File: config.mk
export PLATFORM = sky130hd
export DESIGN_NAME = insn_effect_decoder
export DESIGN_NICKNAME = d
export VERILOG_FILES = /design/src/hw/rtl/ied_pkg.sv /design/src/hw/rtl/insn_effect_decoder.sv
export SDC_FILE = /design/constraint.sdc
export NUM_CORES = 1
export LEC_CHECK = 0
export ABC_AREA = 1
export ABC_CLOCK_PERIOD_IN_PS = 7600
export BUFFER_PORTS_ARGS = -buffer_cell sky130_fd_sc_hd__buf_2
export CAP_MARGIN = 0
export CORE_MARGIN = 2
export CORE_UTILIZATION = 25
export CTS_BUF_LIST = sky130_fd_sc_hd__clkbuf_4
export CTS_CLUSTER_DIAMETER = 150
export CTS_CLUSTER_SIZE = 8
export DETAILED_ROUTE_END_ITERATION = 10
export MAX_ROUTING_LAYER = met4
export SLEW_MARGIN = 20
export SYNTH_ARGS = -nofsm -noshare
export SYNTH_HDL_FRONTEND = slang
export SYNTH_SLANG_ARGS = --single-unit
File: constraint.sdc
create_clock -name clk -period 7.6 [get_ports clk]
set_clock_uncertainty 0.1 [all_clocks]
set_input_delay 0 -clock clk [delete_from_list [all_inputs] [get_ports clk]]
set_output_delay 0 -clock clk [all_outputs]
set_load 0.01 [all_outputs]
File: src/hw/rtl/ied_pkg.sv
// Shared codes, encoding constants and the decoded-effect record for the
// instruction effect decoder. No dependencies.
package ied_pkg;

  localparam logic [1:0] ST_MORE = 2'd0;
  localparam logic [1:0] ST_OK   = 2'd1;
  localparam logic [1:0] ST_UNK  = 2'd2;

  localparam logic [1:0] MODE_A64 = 2'd1;
  localparam logic [1:0] MODE_RV  = 2'd2;

  localparam logic [2:0] TERM_NONE    = 3'd0;
  localparam logic [2:0] TERM_RET     = 3'd1;
  localparam logic [2:0] TERM_SYSCALL = 3'd2;
  localparam logic [2:0] TERM_TRAP    = 3'd3;
  localparam logic [2:0] TERM_CALLR   = 3'd4;
  localparam logic [2:0] TERM_JMPR    = 3'd5;

  typedef logic [4:0] form_t;

  localparam form_t F_MORE      = 5'd0;
  localparam form_t F_UNK       = 5'd1;
  localparam form_t F_X_POP     = 5'd2;
  localparam form_t F_X_POPR    = 5'd3;
  localparam form_t F_X_PUSH    = 5'd4;
  localparam form_t F_X_RET     = 5'd5;
  localparam form_t F_X_RETI    = 5'd6;
  localparam form_t F_X_SYSC    = 5'd7;
  localparam form_t F_X_INT3    = 5'd8;
  localparam form_t F_X_CALLR   = 5'd9;
  localparam form_t F_X_JMPR    = 5'd10;
  localparam form_t F_A_LDPPOST = 5'd11;
  localparam form_t F_A_SVC     = 5'd12;
  localparam form_t F_A_BR      = 5'd13;
  localparam form_t F_A_BLR     = 5'd14;
  localparam form_t F_A_RET     = 5'd15;
  localparam form_t F_A_LDR     = 5'd16;
  localparam form_t F_A_LDRPOST = 5'd17;
  localparam form_t F_A_MOV     = 5'd18;
  localparam form_t F_A_LDP     = 5'd19;
  localparam form_t F_R_LD      = 5'd20;
  localparam form_t F_R_ADDI    = 5'd21;
  localparam form_t F_R_RET     = 5'd22;
  localparam form_t F_R_ECALL   = 5'd23;
  localparam form_t F_R_EBREAK  = 5'd24;
  localparam form_t F_R_JALR    = 5'd25;
  localparam form_t F_C_LDSP    = 5'd26;
  localparam form_t F_C_RET     = 5'd27;
  localparam form_t F_C_JR      = 5'd28;
  localparam form_t F_C_JALR    = 5'd29;

  localparam logic [7:0] X_OP_POP_HI  = 8'h58;
  localparam logic [7:0] X_OP_PUSH_HI = 8'h50;
  localparam logic [7:0] X_OP_REXB    = 8'h41;
  localparam logic [7:0] X_OP_RET     = 8'hC3;
  localparam logic [7:0] X_OP_RETI    = 8'hC2;
  localparam logic [7:0] X_OP_ESC     = 8'h0F;
  localparam logic [7:0] X_OP_SYSC    = 8'h05;
  localparam logic [7:0] X_OP_INT3    = 8'hCC;
  localparam logic [7:0] X_OP_GRP5    = 8'hFF;
  localparam logic [2:0] X_GRP5_CALL  = 3'd2;
  localparam logic [2:0] X_GRP5_JMP   = 3'd4;

  localparam logic [31:0] A_LDPPOST_MASK = 32'hFFC003E0;
  localparam logic [31:0] A_LDPPOST_VAL  = 32'hA8C003E0;
  localparam logic [31:0] A_SVC_MASK     = 32'hFFE0001F;
  localparam logic [31:0] A_SVC_VAL      = 32'hD4000001;
  localparam logic [31:0] A_BRANCH_MASK  = 32'hFFFFFC1F;
  localparam logic [31:0] A_BR_VAL       = 32'hD61F0000;
  localparam logic [31:0] A_BLR_VAL      = 32'hD63F0000;
  localparam logic [31:0] A_RET_VAL      = 32'hD65F0000;
  localparam logic [31:0] A_LDR_MASK     = 32'hFFC00000;
  localparam logic [31:0] A_LDR_VAL      = 32'hF9400000;
  localparam logic [31:0] A_LDRPOST_MASK = 32'hFFE00C00;
  localparam logic [31:0] A_LDRPOST_VAL  = 32'hF8400400;
  localparam logic [31:0] A_MOV_MASK     = 32'hFFE0FFE0;
  localparam logic [31:0] A_MOV_VAL      = 32'hAA0003E0;
  localparam logic [31:0] A_LDP_VAL      = 32'hA9400000;

  localparam logic [6:0]  R_OPC_LOAD   = 7'h03;
  localparam logic [6:0]  R_OPC_OPIMM  = 7'h13;
  localparam logic [6:0]  R_OPC_JALR   = 7'h67;
  localparam logic [2:0]  R_F3_LD      = 3'd3;
  localparam logic [2:0]  R_F3_ZERO    = 3'd0;
  localparam logic [31:0] R_RET_WORD   = 32'h00008067;
  localparam logic [31:0] R_ECALL_WORD = 32'h00000073;
  localparam logic [31:0] R_EBRK_WORD  = 32'h00100073;
  localparam logic [4:0]  R_SP         = 5'd2;
  localparam logic [4:0]  R_RA         = 5'd1;
  localparam logic [15:0] C_LDSP_MASK  = 16'hE003;
  localparam logic [15:0] C_LDSP_VAL   = 16'h6002;
  localparam logic [15:0] C_RET_HALF   = 16'h8082;
  localparam logic [15:0] C_JR_MASK    = 16'hF07F;
  localparam logic [15:0] C_JR_VAL     = 16'h8002;
  localparam logic [15:0] C_JALR_VAL   = 16'h9002;

  typedef struct packed {
    logic [1:0]        status;
    logic [2:0]        len;
    logic [2:0]        term;
    logic              mrd;
    logic              mwr;
    logic              wa_en;
    logic [4:0]        wa;
    logic              wb_en;
    logic [4:0]        wb;
    logic              ra_en;
    logic [4:0]        ra;
    logic signed [17:0] delta;
  } effect_t;

endpackage

File: src/hw/rtl/insn_effect_decoder.sv
// Instruction effect decoder: four-stage pipeline from instruction bytes to
// register, stack and control-transfer effects. Depends on ied_pkg.
//
// Usage:
//   Input channel (in_valid/in_stall) carries mode, insn_bytes and
//   bytes_available; one request describes one instruction at its start.
//   Output channel (out_valid/out_stall) returns exactly one result per
//   request, in order.
//   Throughput is one request per cycle while out_stall is low; the stages are
//   input capture, form match, field select and mask expansion.
//   Each stage holds its request only while the stage after it is full and
//   blocked, so bubbles close up under a stall and in_stall rises only when
//   all four stages hold a request and the receiver stalls.
//   Reset clears every stage's valid bit; no request is in flight after it.
//   The decoder keeps no state between requests.
//   A non-decoded status (need more bytes or unrecognised) comes with all
//   effect fields at zero.
module insn_effect_decoder (
  input  logic               clk,
  input  logic               rst,
  input  logic               in_valid,
  output logic               in_stall,
  input  logic [1:0]         mode,
  input  logic [31:0]        insn_bytes,
  input  logic [2:0]         bytes_available,
  output logic               out_valid,
  input  logic               out_stall,
  output logic [1:0]         status,
  output logic [2:0]         insn_length,
  output logic [31:0]        reg_wr_mask,
  output logic [31:0]        reg_rd_mask,
  output logic signed [17:0] sp_adjust,
  output logic               mem_read,
  output logic               mem_write,
  output logic               known,
  output logic [2:0]         terminator
);
  import ied_pkg::*;

  logic        a_valid, b_valid, c_valid;
  logic        a_en, b_en, c_en, d_en;
  logic [1:0]  a_mode;
  logic [31:0] a_word;
  logic [2:0]  a_avail;
  form_t       b_form;
  form_t       b_form_next;
  logic [31:0] b_word;
  effect_t     c_fx;
  effect_t     c_fx_next;

  logic [7:0]  x_op, x_b1;
  logic [15:0] r_half;

  assign d_en     = !out_valid || !out_stall;
  assign c_en     = !c_valid || d_en;
  assign b_en     = !b_valid || c_en;
  assign a_en     = !a_valid || b_en;
  assign in_stall = !a_en;

  always_ff @(posedge clk) begin
    if (rst) begin
      a_valid   <= 1'b0;
      b_valid   <= 1'b0;
      c_valid   <= 1'b0;
      out_valid <= 1'b0;
    end else begin
      if (a_en) a_valid <= in_valid;
      if (b_en) b_valid <= a_valid;
      if (c_en) c_valid <= b_valid;
      if (d_en) out_valid <= c_valid;
    end
  end

  // capture, saturate byte count
  always_ff @(posedge clk) begin
    if (a_en) begin
      a_mode  <= mode;
      a_word  <= insn_bytes;
      a_avail <= (bytes_available > 3'd4) ? 3'd4 : bytes_available;
    end
  end

  assign x_op   = a_word[7:0];
  assign x_b1   = a_word[15:8];
  assign r_half = a_word[15:0];

  // form match
  always_comb begin
    b_form_next = F_UNK;
    if (a_avail == 3'd0) begin
      b_form_next = F_MORE;
    end else if (a_mode == MODE_A64) begin
      if (a_avail < 3'd4) b_form_next = F_MORE;
      else if ((a_word & A_LDPPOST_MASK) == A_LDPPOST_VAL) b_form_next = F_A_LDPPOST;
      else if ((a_word & A_SVC_MASK) == A_SVC_VAL) b_form_next = F_A_SVC;
      else if ((a_word & A_BRANCH_MASK) == A_BR_VAL) b_form_next = F_A_BR;
      else if ((a_word & A_BRANCH_MASK) == A_BLR_VAL) b_form_next = F_A_BLR;
      else if ((a_word & A_BRANCH_MASK) == A_RET_VAL) b_form_next = F_A_RET;
      else if ((a_word & A_LDR_MASK) == A_LDR_VAL) b_form_next = F_A_LDR;
      else if ((a_word & A_LDRPOST_MASK) == A_LDRPOST_VAL) b_form_next = F_A_LDRPOST;
      else if ((a_word & A_MOV_MASK) == A_MOV_VAL) b_form_next = F_A_MOV;
      else if ((a_word & A_LDR_MASK) == A_LDP_VAL) b_form_next = F_A_LDP;
    end else if (a_mode == MODE_RV) begin
      if (a_avail < 3'd2) begin
        b_form_next = F_MORE;
      end else if (a_word[1:0] == 2'b11) begin
        if (a_avail < 3'd4) b_form_next = F_MORE;
        else if (a_word[6:0] == R_OPC_LOAD && a_word[14:12] == R_F3_LD) b_form_next = F_R_LD;
        else if (a_word[6:0] == R_OPC_OPIMM && a_word[14:12] == R_F3_ZERO)
          b_form_next = F_R_ADDI;
        else if (a_word == R_RET_WORD) b_form_next = F_R_RET;
        else if (a_word == R_ECALL_WORD) b_form_next = F_R_ECALL;
        else if (a_word == R_EBRK_WORD) b_form_next = F_R_EBREAK;
        else if (a_word[6:0] == R_OPC_JALR && a_word[14:12] == R_F3_ZERO)
          b_form_next = F_R_JALR;
      end else begin
        if ((r_half & C_LDSP_MASK) == C_LDSP_VAL) b_form_next = F_C_LDSP;
        else if (r_half == C_RET_HALF) b_form_next = F_C_RET;
        else if ((r_half & C_JR_MASK) == C_JR_VAL && r_half[11:7] != 5'd0)
          b_form_next = F_C_JR;
        else if ((r_half & C_JR_MASK) == C_JALR_VAL && r_half[11:7] != 5'd0)
          b_form_next = F_C_JALR;
      end
    end else begin
      if (x_op[7:3] == X_OP_POP_HI[7:3]) b_form_next = F_X_POP;
      else if (x_op == X_OP_REXB && a_avail >= 3'd2 && x_b1[7:3] == X_OP_POP_HI[7:3])
        b_form_next = F_X_POPR;
      else if (x_op[7:3] == X_OP_PUSH_HI[7:3]) b_form_next = F_X_PUSH;
      else if (x_op == X_OP_RET) b_form_next = F_X_RET;
      else if (x_op == X_OP_RETI && a_avail >= 3'd3) b_form_next = F_X_RETI;
      else if (x_op == X_OP_ESC && a_avail >= 3'd2 && x_b1 == X_OP_SYSC) b_form_next = F_X_SYSC;
      else if (x_op == X_OP_INT3) b_form_next = F_X_INT3;
      else if (x_op == X_OP_GRP5 && a_avail >= 3'd2 && x_b1[7:6] == 2'b11) begin
        if (x_b1[5:3] == X_GRP5_CALL) b_form_next = F_X_CALLR;
        else if (x_b1[5:3] == X_GRP5_JMP) b_form_next = F_X_JMPR;
      end
    end
  end

  always_ff @(posedge clk) begin
    if (b_en) begin
      b_form <= b_form_next;
      b_word <= a_word;
    end
  end

  // field select
  always_comb begin
    c_fx_next        = '0;
    c_fx_next.status = ST_OK;
    unique case (b_form) inside
      F_MORE: c_fx_next.status = ST_MORE;
      F_UNK:  c_fx_next.status = ST_UNK;
      F_X_POP: begin
        c_fx_next.len = 3'd1; c_fx_next.mrd = 1'b1; c_fx_next.delta = 18'sd8;
        c_fx_next.wa_en = 1'b1; c_fx_next.wa = {2'b00, b_word[2:0]};
      end
      F_X_POPR: begin
        c_fx_next.len = 3'd2; c_fx_next.mrd = 1'b1; c_fx_next.delta = 18'sd8;
        c_fx_next.wa_en = 1'b1; c_fx_next.wa = {2'b01, b_word[10:8]};
      end
      F_X_PUSH: begin
        c_fx_next.len = 3'd1; c_fx_next.mwr = 1'b1; c_fx_next.delta = -18'sd8;
        c_fx_next.ra_en = 1'b1; c_fx_next.ra = {2'b00, b_word[2:0]};
      end
      F_X_RET: begin
        c_fx_next.len = 3'd1; c_fx_next.mrd = 1'b1; c_fx_next.delta = 18'sd8;
        c_fx_next.term = TERM_RET;
      end
      F_X_RETI: begin
        c_fx_next.len = 3'd3; c_fx_next.mrd = 1'b1; c_fx_next.term = TERM_RET;
        c_fx_next.delta = 18'sd8 + $signed({2'b00, b_word[23:8]});
      end
      F_X_SYSC:  begin c_fx_next.len = 3'd2; c_fx_next.term = TERM_SYSCALL; end
      F_X_INT3:  begin c_fx_next.len = 3'd1; c_fx_next.term = TERM_TRAP; end
      F_X_CALLR: begin c_fx_next.len = 3'd2; c_fx_next.term = TERM_CALLR; end
      F_X_JMPR:  begin c_fx_next.len = 3'd2; c_fx_next.term = TERM_JMPR; end
      F_A_LDPPOST: begin
        c_fx_next.len = 3'd4; c_fx_next.mrd = 1'b1;
        c_fx_next.wa_en = 1'b1; c_fx_next.wa = b_word[4:0];
        c_fx_next.wb_en = 1'b1; c_fx_next.wb = b_word[14:10];
        c_fx_next.delta = $signed({{8{b_word[21]}}, b_word[21:15], 3'b000});
      end
      F_A_SVC: begin c_fx_next.len = 3'd4; c_fx_next.term = TERM_SYSCALL; end
      F_A_BR, F_A_BLR, F_A_RET: begin
        c_fx_next.len = 3'd4;
        c_fx_next.ra_en = 1'b1; c_fx_next.ra = b_word[9:5];
        c_fx_next.term = (b_form == F_A_BR) ? TERM_JMPR :
                         (b_form == F_A_BLR) ? TERM_CALLR : TERM_RET;
      end
      F_A_LDR: begin
        c_fx_next.len = 3'd4; c_fx_next.mrd = 1'b1;
        c_fx_next.wa_en = 1'b1; c_fx_next.wa = b_word[4:0];
        c_fx_next.ra_en = 1'b1; c_fx_next.ra = b_word[9:5];
      end
      F_A_LDRPOST: begin
        c_fx_next.len = 3'd4; c_fx_next.mrd = 1'b1;
        c_fx_next.wa_en = 1'b1; c_fx_next.wa = b_word[4:0];
        c_fx_next.ra_en = (b_word[9:5] != b_word[4:0]); c_fx_next.ra = b_word[9:5];
      end
      F_A_MOV: begin
        c_fx_next.len = 3'd4;
        c_fx_next.wa_en = 1'b1; c_fx_next.wa = b_word[4:0];
        c_fx_next.ra_en = 1'b1; c_fx_next.ra = b_word[20:16];
      end
      F_A_LDP: begin
        c_fx_next.len = 3'd4; c_fx_next.mrd = 1'b1;
        c_fx_next.wa_en = 1'b1; c_fx_next.wa = b_word[4:0];
        c_fx_next.wb_en = 1'b1; c_fx_next.wb = b_word[14:10];
        c_fx_next.ra_en = 1'b1; c_fx_next.ra = b_word[9:5];
      end
      F_R_LD: begin
        c_fx_next.len = 3'd4; c_fx_next.mrd = 1'b1;
        c_fx_next.wa_en = (b_word[11:7] != 5'd0); c_fx_next.wa = b_word[11:7];
        c_fx_next.ra_en = 1'b1; c_fx_next.ra = b_word[19:15];
      end
      F_R_ADDI: begin
        c_fx_next.len = 3'd4;
        c_fx_next.wa_en = (b_word[11:7] != 5'd0); c_fx_next.wa = b_word[11:7];
        c_fx_next.ra_en = 1'b1; c_fx_next.ra = b_word[19:15];
        if (b_word[11:7] == R_SP && b_word[19:15] == R_SP)
          c_fx_next.delta = $signed({{6{b_word[31]}}, b_word[31:20]});
      end
      F_R_RET: begin
        c_fx_next.len = 3'd4; c_fx_next.term = TERM_RET;
        c_fx_next.ra_en = 1'b1; c_fx_next.ra = R_RA;
      end
      F_R_ECALL:  begin c_fx_next.len = 3'd4; c_fx_next.term = TERM_SYSCALL; end
      F_R_EBREAK: begin c_fx_next.len = 3'd4; c_fx_next.term = TERM_TRAP; end
      F_R_JALR: begin
        c_fx_next.len = 3'd4; c_fx_next.term = TERM_CALLR;
        c_fx_next.ra_en = 1'b1; c_fx_next.ra = b_word[19:15];
      end
      F_C_LDSP: begin
        c_fx_next.len = 3'd2; c_fx_next.mrd = 1'b1;
        c_fx_next.wa_en = (b_word[11:7] != 5'd0); c_fx_next.wa = b_word[11:7];
      end
      F_C_RET:  begin c_fx_next.len = 3'd2; c_fx_next.term = TERM_RET; end
      F_C_JR:   begin c_fx_next.len = 3'd2; c_fx_next.term = TERM_JMPR; end
      F_C_JALR: begin c_fx_next.len = 3'd2; c_fx_next.term = TERM_CALLR; end
      default:  c_fx_next.status = ST_UNK;
    endcase
  end

  always_ff @(posedge clk) begin
    if (c_en) c_fx <= c_fx_next;
  end

  // expand register masks
  always_ff @(posedge clk) begin
    if (d_en) begin
      status      <= c_fx.status;
      insn_length <= c_fx.len;
      reg_wr_mask <= ({31'd0, c_fx.wa_en} << c_fx.wa) | ({31'd0, c_fx.wb_en} << c_fx.wb);
      reg_rd_mask <= {31'd0, c_fx.ra_en} << c_fx.ra;
      sp_adjust   <= c_fx.delta;
      mem_read    <= c_fx.mrd;
      mem_write   <= c_fx.mwr;
      known       <= (c_fx.status == ST_OK);
      terminator  <= c_fx.term;
    end
  end

  a_stall_full: assert property (@(posedge clk) disable iff (rst)
    in_stall |-> (a_valid && b_valid && c_valid && out_valid && out_stall))
    else $error("input stalled with a free stage");

  a_not_decoded_clear: assert property (@(posedge clk) disable iff (rst)
    (out_valid && status != ST_OK) |-> (reg_wr_mask == 32'd0 && reg_rd_mask == 32'd0 &&
      sp_adjust == 18'sd0 && terminator == TERM_NONE && insn_length == 3'd0 && !known))
    else $error("effect fields set on a non-decoded result");

  a_decoded_len: assert property (@(posedge clk) disable iff (rst)
    (out_valid && status == ST_OK) |-> (insn_length != 3'd0 && known))
    else $error("decoded result without length");

  a_stage_hold: assert property (@(posedge clk) disable iff (rst)
    (c_valid && !c_en) |=> (c_valid && $stable(c_fx)))
    else $error("blocked stage lost its request");

endmodule

==> impl_metrics.ini, run 1 <==
[place]
port_buffers = 135
dpl.hpwl_um = 18100
place_inst = 1550
gp_congestion = 0.948
placed_area_mm2 = 0.0110

[cells_and_area]
mostFrequentLayoutCell = edfxtp_1
stdcell_count = 1690
layout_common_cells = edfxtp_1 (213), nand2_1 (153), buf_2 (135)
final_util = 0.318
syn_to_final_growth_pct = 26.1
layout-drive-gt1-share = 0.189
fin_area_mm2 = 0.0122
fin_nets = 1186
n_fill_cell = 3961

[critical_path]
worst-endpoint-arrival_ns = 2.58
crit_type = register to output pin
path_max_fanout = 48
worstPathRequired_ns = 7.50
end_kind = output pin
cp-start-kind = register

[drt]
remaining_drc_errors = 0
ant_nets = 0
drtIter0Drc = 604
detail_route.vias_per_cell = 4.47
detailedRoute.firstPassIterationCount = 8
route.vias.total = 7555
wl_um = 24600
post_drt_wl_per_cell_um = 14.6

[global_route]
grt_overflow = 0
grtUsageTotal = 0.123
grt_max_degree = 88
grt_pass1_vias = 7216
use_met1 = 0.171
grt-busiest-layer = met2
antenna_found_initial = 2
met2_usage = 0.188
use_met3 = 0.0237
grt_pass1_wl_um = 38900

[sta]
worst_pin_slew_ns = 0.779
hold_viol = 0
whs_ns = 0.0701
drv_slew = 0
setup_violations = 0
fin_crit_ns = 2.68
rsz0062_at_grt = false
fmax_mhz = 374
fin_crit_sh = 0.352
slew_headroom = 0.480
fin_tns_setup_ns = 0

[die]
fp-row-count = 72
start_util = 0.252
core_area_mm2 = 0.0385
die_w_um = 201
die_area_mm2 = 0.0404
io_pins = 136
die_y_um = 201

[logic_synthesis]
syn_inst = 911
synth_seq_area_share = 0.668
synth_area_per_cell_um2 = 10.6
synth_ff_type = edfxtp_1
netlist_area_mm2 = 0.00969
async_flop_share = 0
yosys_register_bits = 217
syn_nets = 953
yosys_warnings = 0
synth_edf_count = 213
netlist-cell-type-count = 43

[clocking]
cts.sinks = 217
numCtsBuffers = 31
postCtsSetupBuffers = 0
ctsLongestPathBuffers = 3
cts_tree = yes
clk_pin_slew_ns = 0.09
cts-resized-gates = 0
cts_root_buf = clkbuf_4
h-tree-depth = 1
clkLatencyLatePin_ns = 0.74

[pwr]
p_leak_nw = 5.26
peakVddDrop_v = 0.000101
powerDensity_mw_per_mm2 = 184

[min_path]
hp-class = primary input to register

[job]
maxCapViolCount = 0

[status]
status = finished clean
-- cell type report --
cell class	instances	area (um^2)	share of cell area
Sequential cell	217	6480	0.530
Multi-Input combinational cell	558	2710	0.221
Timing Repair Buffer	218	1500	0.123
Tap cell	518	648	0.0530
Inverter	118	448	0.0367
Clock buffer	56	420	0.0344
Clock inverter	2	16.3	0.00133
Antenna cell	3	7.51	0.000614
-- cells by family (layout without fill, tap and decap cells) --
family,Yosys count,count (layout),share of synthesized area
AO/OA/AOI/OAI,96,96,0.0617
XOR/XNOR,4,4,0.00361
adder cells (fa/ha/maj),1,1,0.00129
buffers and inverters,136,394,0.0537
flip-flops,217,217,0.668
other,0,3,0
AND/OR/NAND/NOR,457,457,0.212
-- critical path, stage by stage, from the launching register on --
cell and delay [ns]:
dfxtp_1 0.34, nand2_4 0.12, nor2_1 0.06, clkinv_1 0.04, buf_4 0.46, nor2_1 0.08
inv_1 0.07, buf_4 0.38, nor2_1 0.13, buf_2 0.18
-- sequential cells by signal, summed over array words and instances, names as in the netlist --
name,cells
a_avail,3
a_mode,2
a_valid,1
a_word,32
b_form,5
b_valid,1
b_word,32
c_fx,46
c_valid,1
insn_length,3
known,1
mem_read,1
mem_write,1
out_valid,1
reg_rd_mask,32
reg_wr_mask,32
sp_adjust,18
status,2
terminator,3
-- report_power, final --
part	internal, W	leakage, nW	switching [W]
clock	0.000328	0.262	0.000415
sequential	0.00134	2.52	0.0000363
combinational	0.0000611	2.48	0.0000698
total	0.00173	5.26	0.000521
-- timing repair --
item                       4_1_cts  5_1_grt
hold endpoints to repair        47        0
hold buffers                    79        0
setup endpoints to repair        0        0
-- cells in the mapped netlist, types with 3 or more instances --
cell type,count,share of area
nor3_1,38,0.020
inv_1,111,0.043
o22ai_1,35,0.023
xnor2_1,3,0.0027
o221ai_1,4,0.0036
nand3_1,83,0.043
nor2_1,129,0.050
nor4_1,3,0.0019
o21ai_0,22,0.011
a21oi_1,16,0.0083
o211ai_1,4,0.0031
nand4_1,27,0.017
clkbuf_1,16,0.0062
nand2_1,154,0.060
o2111ai_1,7,0.0063
nor2_2,4,0.0026
edfxtp_1,213,0.66
dfxtp_1,4,0.0083
or2_2,3,0.0019
inv_2,4,0.0015
-- path summary, 6_finish.rpt --
check / start / to / slack, ns / cells past startpoint
max reg2reg: out_valid$_SDFFE_PP0P_ / a_word[23]$_DFFE_PN_ / 4.94 / 10
min: bytes_available[1] / a_avail[1]$_SDFFCE_PN0N_ / 0.07 / 4
max: out_valid$_SDFFE_PP0P_ / in_stall / 4.92 / 9
min reg2reg: c_fx[1]$_SDFFCE_PN0P_ / sp_adjust[1]$_DFFE_PP_ / 0.32 / 0
-- metrics by stage --
stage	setup slack, ns	power, W
after floorplan	1.71	0.00145
after global placement	4.95	0.00151
after detailed placement	4.93	0.00151
after CTS	4.81	0.00228
after global routing	4.61	0.00235
final	4.92	0.00225
-- routing by layer --
| layer | wire (um) | share of wire |
|---|---|---|
| met2 | 11000 | 0.45 |
| met4 | 439 | 0.018 |
| met3 | 1800 | 0.073 |
| met1 | 11400 | 0.46 |
| met5 | 0 | 0 |
(Power assumes the default switching activity.)
==> run 2: changes to the inputs <==
--- a/config.mk
+++ b/config.mk
@@ -6,7 +6,7 @@
 export NUM_CORES = 1
 export LEC_CHECK = 0
 export ABC_AREA = 1
-export ABC_CLOCK_PERIOD_IN_PS = 7600
+export ABC_CLOCK_PERIOD_IN_PS = 2600
 export BUFFER_PORTS_ARGS = -buffer_cell sky130_fd_sc_hd__buf_2
 export CAP_MARGIN = 0
 export CORE_MARGIN = 2
==> constraint.sdc (replaced) <==
create_clock -name clk -period 2.6 [get_ports clk]
set_clock_uncertainty 0.1 [all_clocks]
set_input_delay 0 -clock clk [delete_from_list [all_inputs] [get_ports clk]]
set_output_delay 0 -clock clk [all_outputs]
set_load 0.01 [all_outputs]
==> run 2 against run 1 <==
Compared with the run above: worst setup slack worse by 4.6 ns; clock power rose to 2.6 times the previous value; critical path type is now register to register; combinational power grew to 3.0 times the previous value; final cell count fell by 0.36%; via count shrank 2.0%; sequential share of layout area about the same; cell area grew 0.12%; power rose to 2.8 times the previous value; critical path depth decreased by 3; wire length grew 1.2%; die area is the same.
==> impl_metrics.ini, run 2 (synthesis results as in run 1) <==
[status]
status = finished clean

[place]
place_inst = 1557
dpl.hpwl_um = 18700
gp_congestion = 0.908
port_buffers = 135

[drt]
drtIter0Drc = 491
post_drt_wl_per_cell_um = 14.8
wl_um = 24900
detailedRoute.firstPassIterationCount = 5
ant_nets = 0
route.vias.total = 7404
detail_route.vias_per_cell = 4.40
remaining_drc_errors = 0

[cells_and_area]
seqCellArea_mm2 = 0.00648
syn_to_final_growth_pct = 26.2
n_fill_cell = 3968
stdcell_count = 1684
mostFrequentLayoutCell = edfxtp_1
layout-drive-gt1-share = 0.190
largest_register = c_fx
final_util = 0.318
fin_nets = 1196
multiInputGateArea_mm2 = 0.00274
largest_reg_flops = 46
layout_common_cells = edfxtp_1 (213), nand2_1 (153), buf_2 (135)

[critical_path]
crit_type = register to register
rr_endpoint = c_fx[38]$_SDFFCE_PN0P_
r2r_start = b_form[4]$_SDFFCE_PN0P_
reg2regPathDepth = 6
cp-start-kind = register
worst-endpoint-arrival_ns = 2.58
r2r_slack_ns = 0.33
path_max_fanout = 15
worstPathRequired_ns = 2.91
end_kind = register

[sta]
slew_headroom = 0.566
fin_crit_sh = 0.874
rsz0062_at_grt = false
fmax_mhz = 440
worst_pin_slew_ns = 0.651
drv_slew = 0
hold_viol = 0
setup_violations = 0
fin_crit_ns = 2.27

[die]
start_util = 0.252
die_w_um = 201
fp-row-count = 72
die_y_um = 201
core_area_mm2 = 0.0385
die_area_mm2 = 0.0404
io_pins = 136

[global_route]
grt_pass1_vias = 7286
grt_overflow = 0
grtUsageTotal = 0.127
grt_max_degree = 50
antenna_found_initial = 1
grt_pass1_wl_um = 39300

[clocking]
h-tree-depth = 1
cts_tree = yes
ctsLongestPathBuffers = 3
cts_root_buf = clkbuf_4
clkLatencyLatePin_ns = 0.74
numCtsBuffers = 31
cts.sinks = 217
postCtsSetupBuffers = 0
clk_pin_slew_ns = 0.14

[job]
maxCapViolCount = 0

[pwr]
p_leak_nw = 5.24
powerDensity_mw_per_mm2 = 517
p_total_w = 0.00632
peakVddDrop_v = 0.000329

[min_path]
min-delay-start = out_stall
whs_path_depth = 3
hp-class = primary input to register
hold-path-endpoint = sp_adjust[5]$_DFFE_PP_
[run 2: stage by stage]
stage | setup TNS [ns] | setup WS (ns) | cell area, um^2 | hold WS [ns]
6_report | 0 | 0.329 | 12200 | 0.160
5_1_grt | 0 | 0.148 | 12200 | 0.128
4_1_cts | 0 | 0.370 | 12200 | 0.0885
3_5_place_dp | 0 | 0.446 | 11100 | 0.0781
3_3_place_gp | 0 | 0.425 | 11100 | 0.0771
2_1_floorplan | -56.92 | -1.19 | 9750 | -0.0406
[run 2: power by group]
group	leakage (nW)	switching, W	internal (W)	total (W)
sequential	2.52	0.0000979	0.00393	0.00402
clock	0.202	0.00115	0.000745	0.00190
combinational	2.52	0.000212	0.000185	0.000397
[run 2: worst max-delay path, cell delays in order (launching register included)]
cell and delay [ns]:
edfxtp_1 0.72, inv_2 0.16, nand2_2 0.19, inv_2 0.17, or2_4 0.28, nor3_1 0.17, o2111ai_1 0.13
[run 2: how the worst max path moves through the flow]
stage                     slack, ns                        to  cells past startpoint                     from
after floorplan               -1.19  a_avail[0]$_SDFFCE_PN0N_                      7   out_valid$_SDFFE_PP0P_
after global placement         0.42    c_fx[44]$_SDFFCE_PP0P_                      7  b_form[4]$_SDFFCE_PN0P_
after detailed placement       0.45   b_form[0]$_SDFFCE_PN0P_                     12      a_word[9]$_DFFE_PN_
after CTS                      0.37    c_fx[38]$_SDFFCE_PN0P_                      6  b_form[4]$_SDFFCE_PN0P_
after global routing           0.15    c_fx[18]$_SDFFCE_PN0P_                      9  b_form[4]$_SDFFCE_PN0P_
final                          0.33    c_fx[38]$_SDFFCE_PN0P_                      6  b_form[4]$_SDFFCE_PN0P_
[run 2: final cells by class]
type,instances,area share
well taps,518,0.0530
multi-input cells,558,0.224
flip-flops and latches,217,0.530
repair buffers,228,0.129
inverters,118,0.0375
diodes,1,0.000204
clock buffers,43,0.0264
clock inverters,1,0.000716
[run 2: layer usage]
| layer | vias to the layer above | part of all wire | global-route usage |
|---|---|---|---|
| met1 | 3406 | 0.46 | 0.166 |
| met5 | - | 0 | - |
| met3 | 44 | 0.055 | 0.0211 |
| met4 | 0 | 0.025 | 0.0354 |
| met2 | 251 | 0.46 | 0.202 |
| li1 | 3703 | - | - |
[run 2: what timing repair did]
item / CTS / global route
hold endpoints to repair: 86 / 0
hold buffers: 82 / 0
resized for setup: 0 / 0
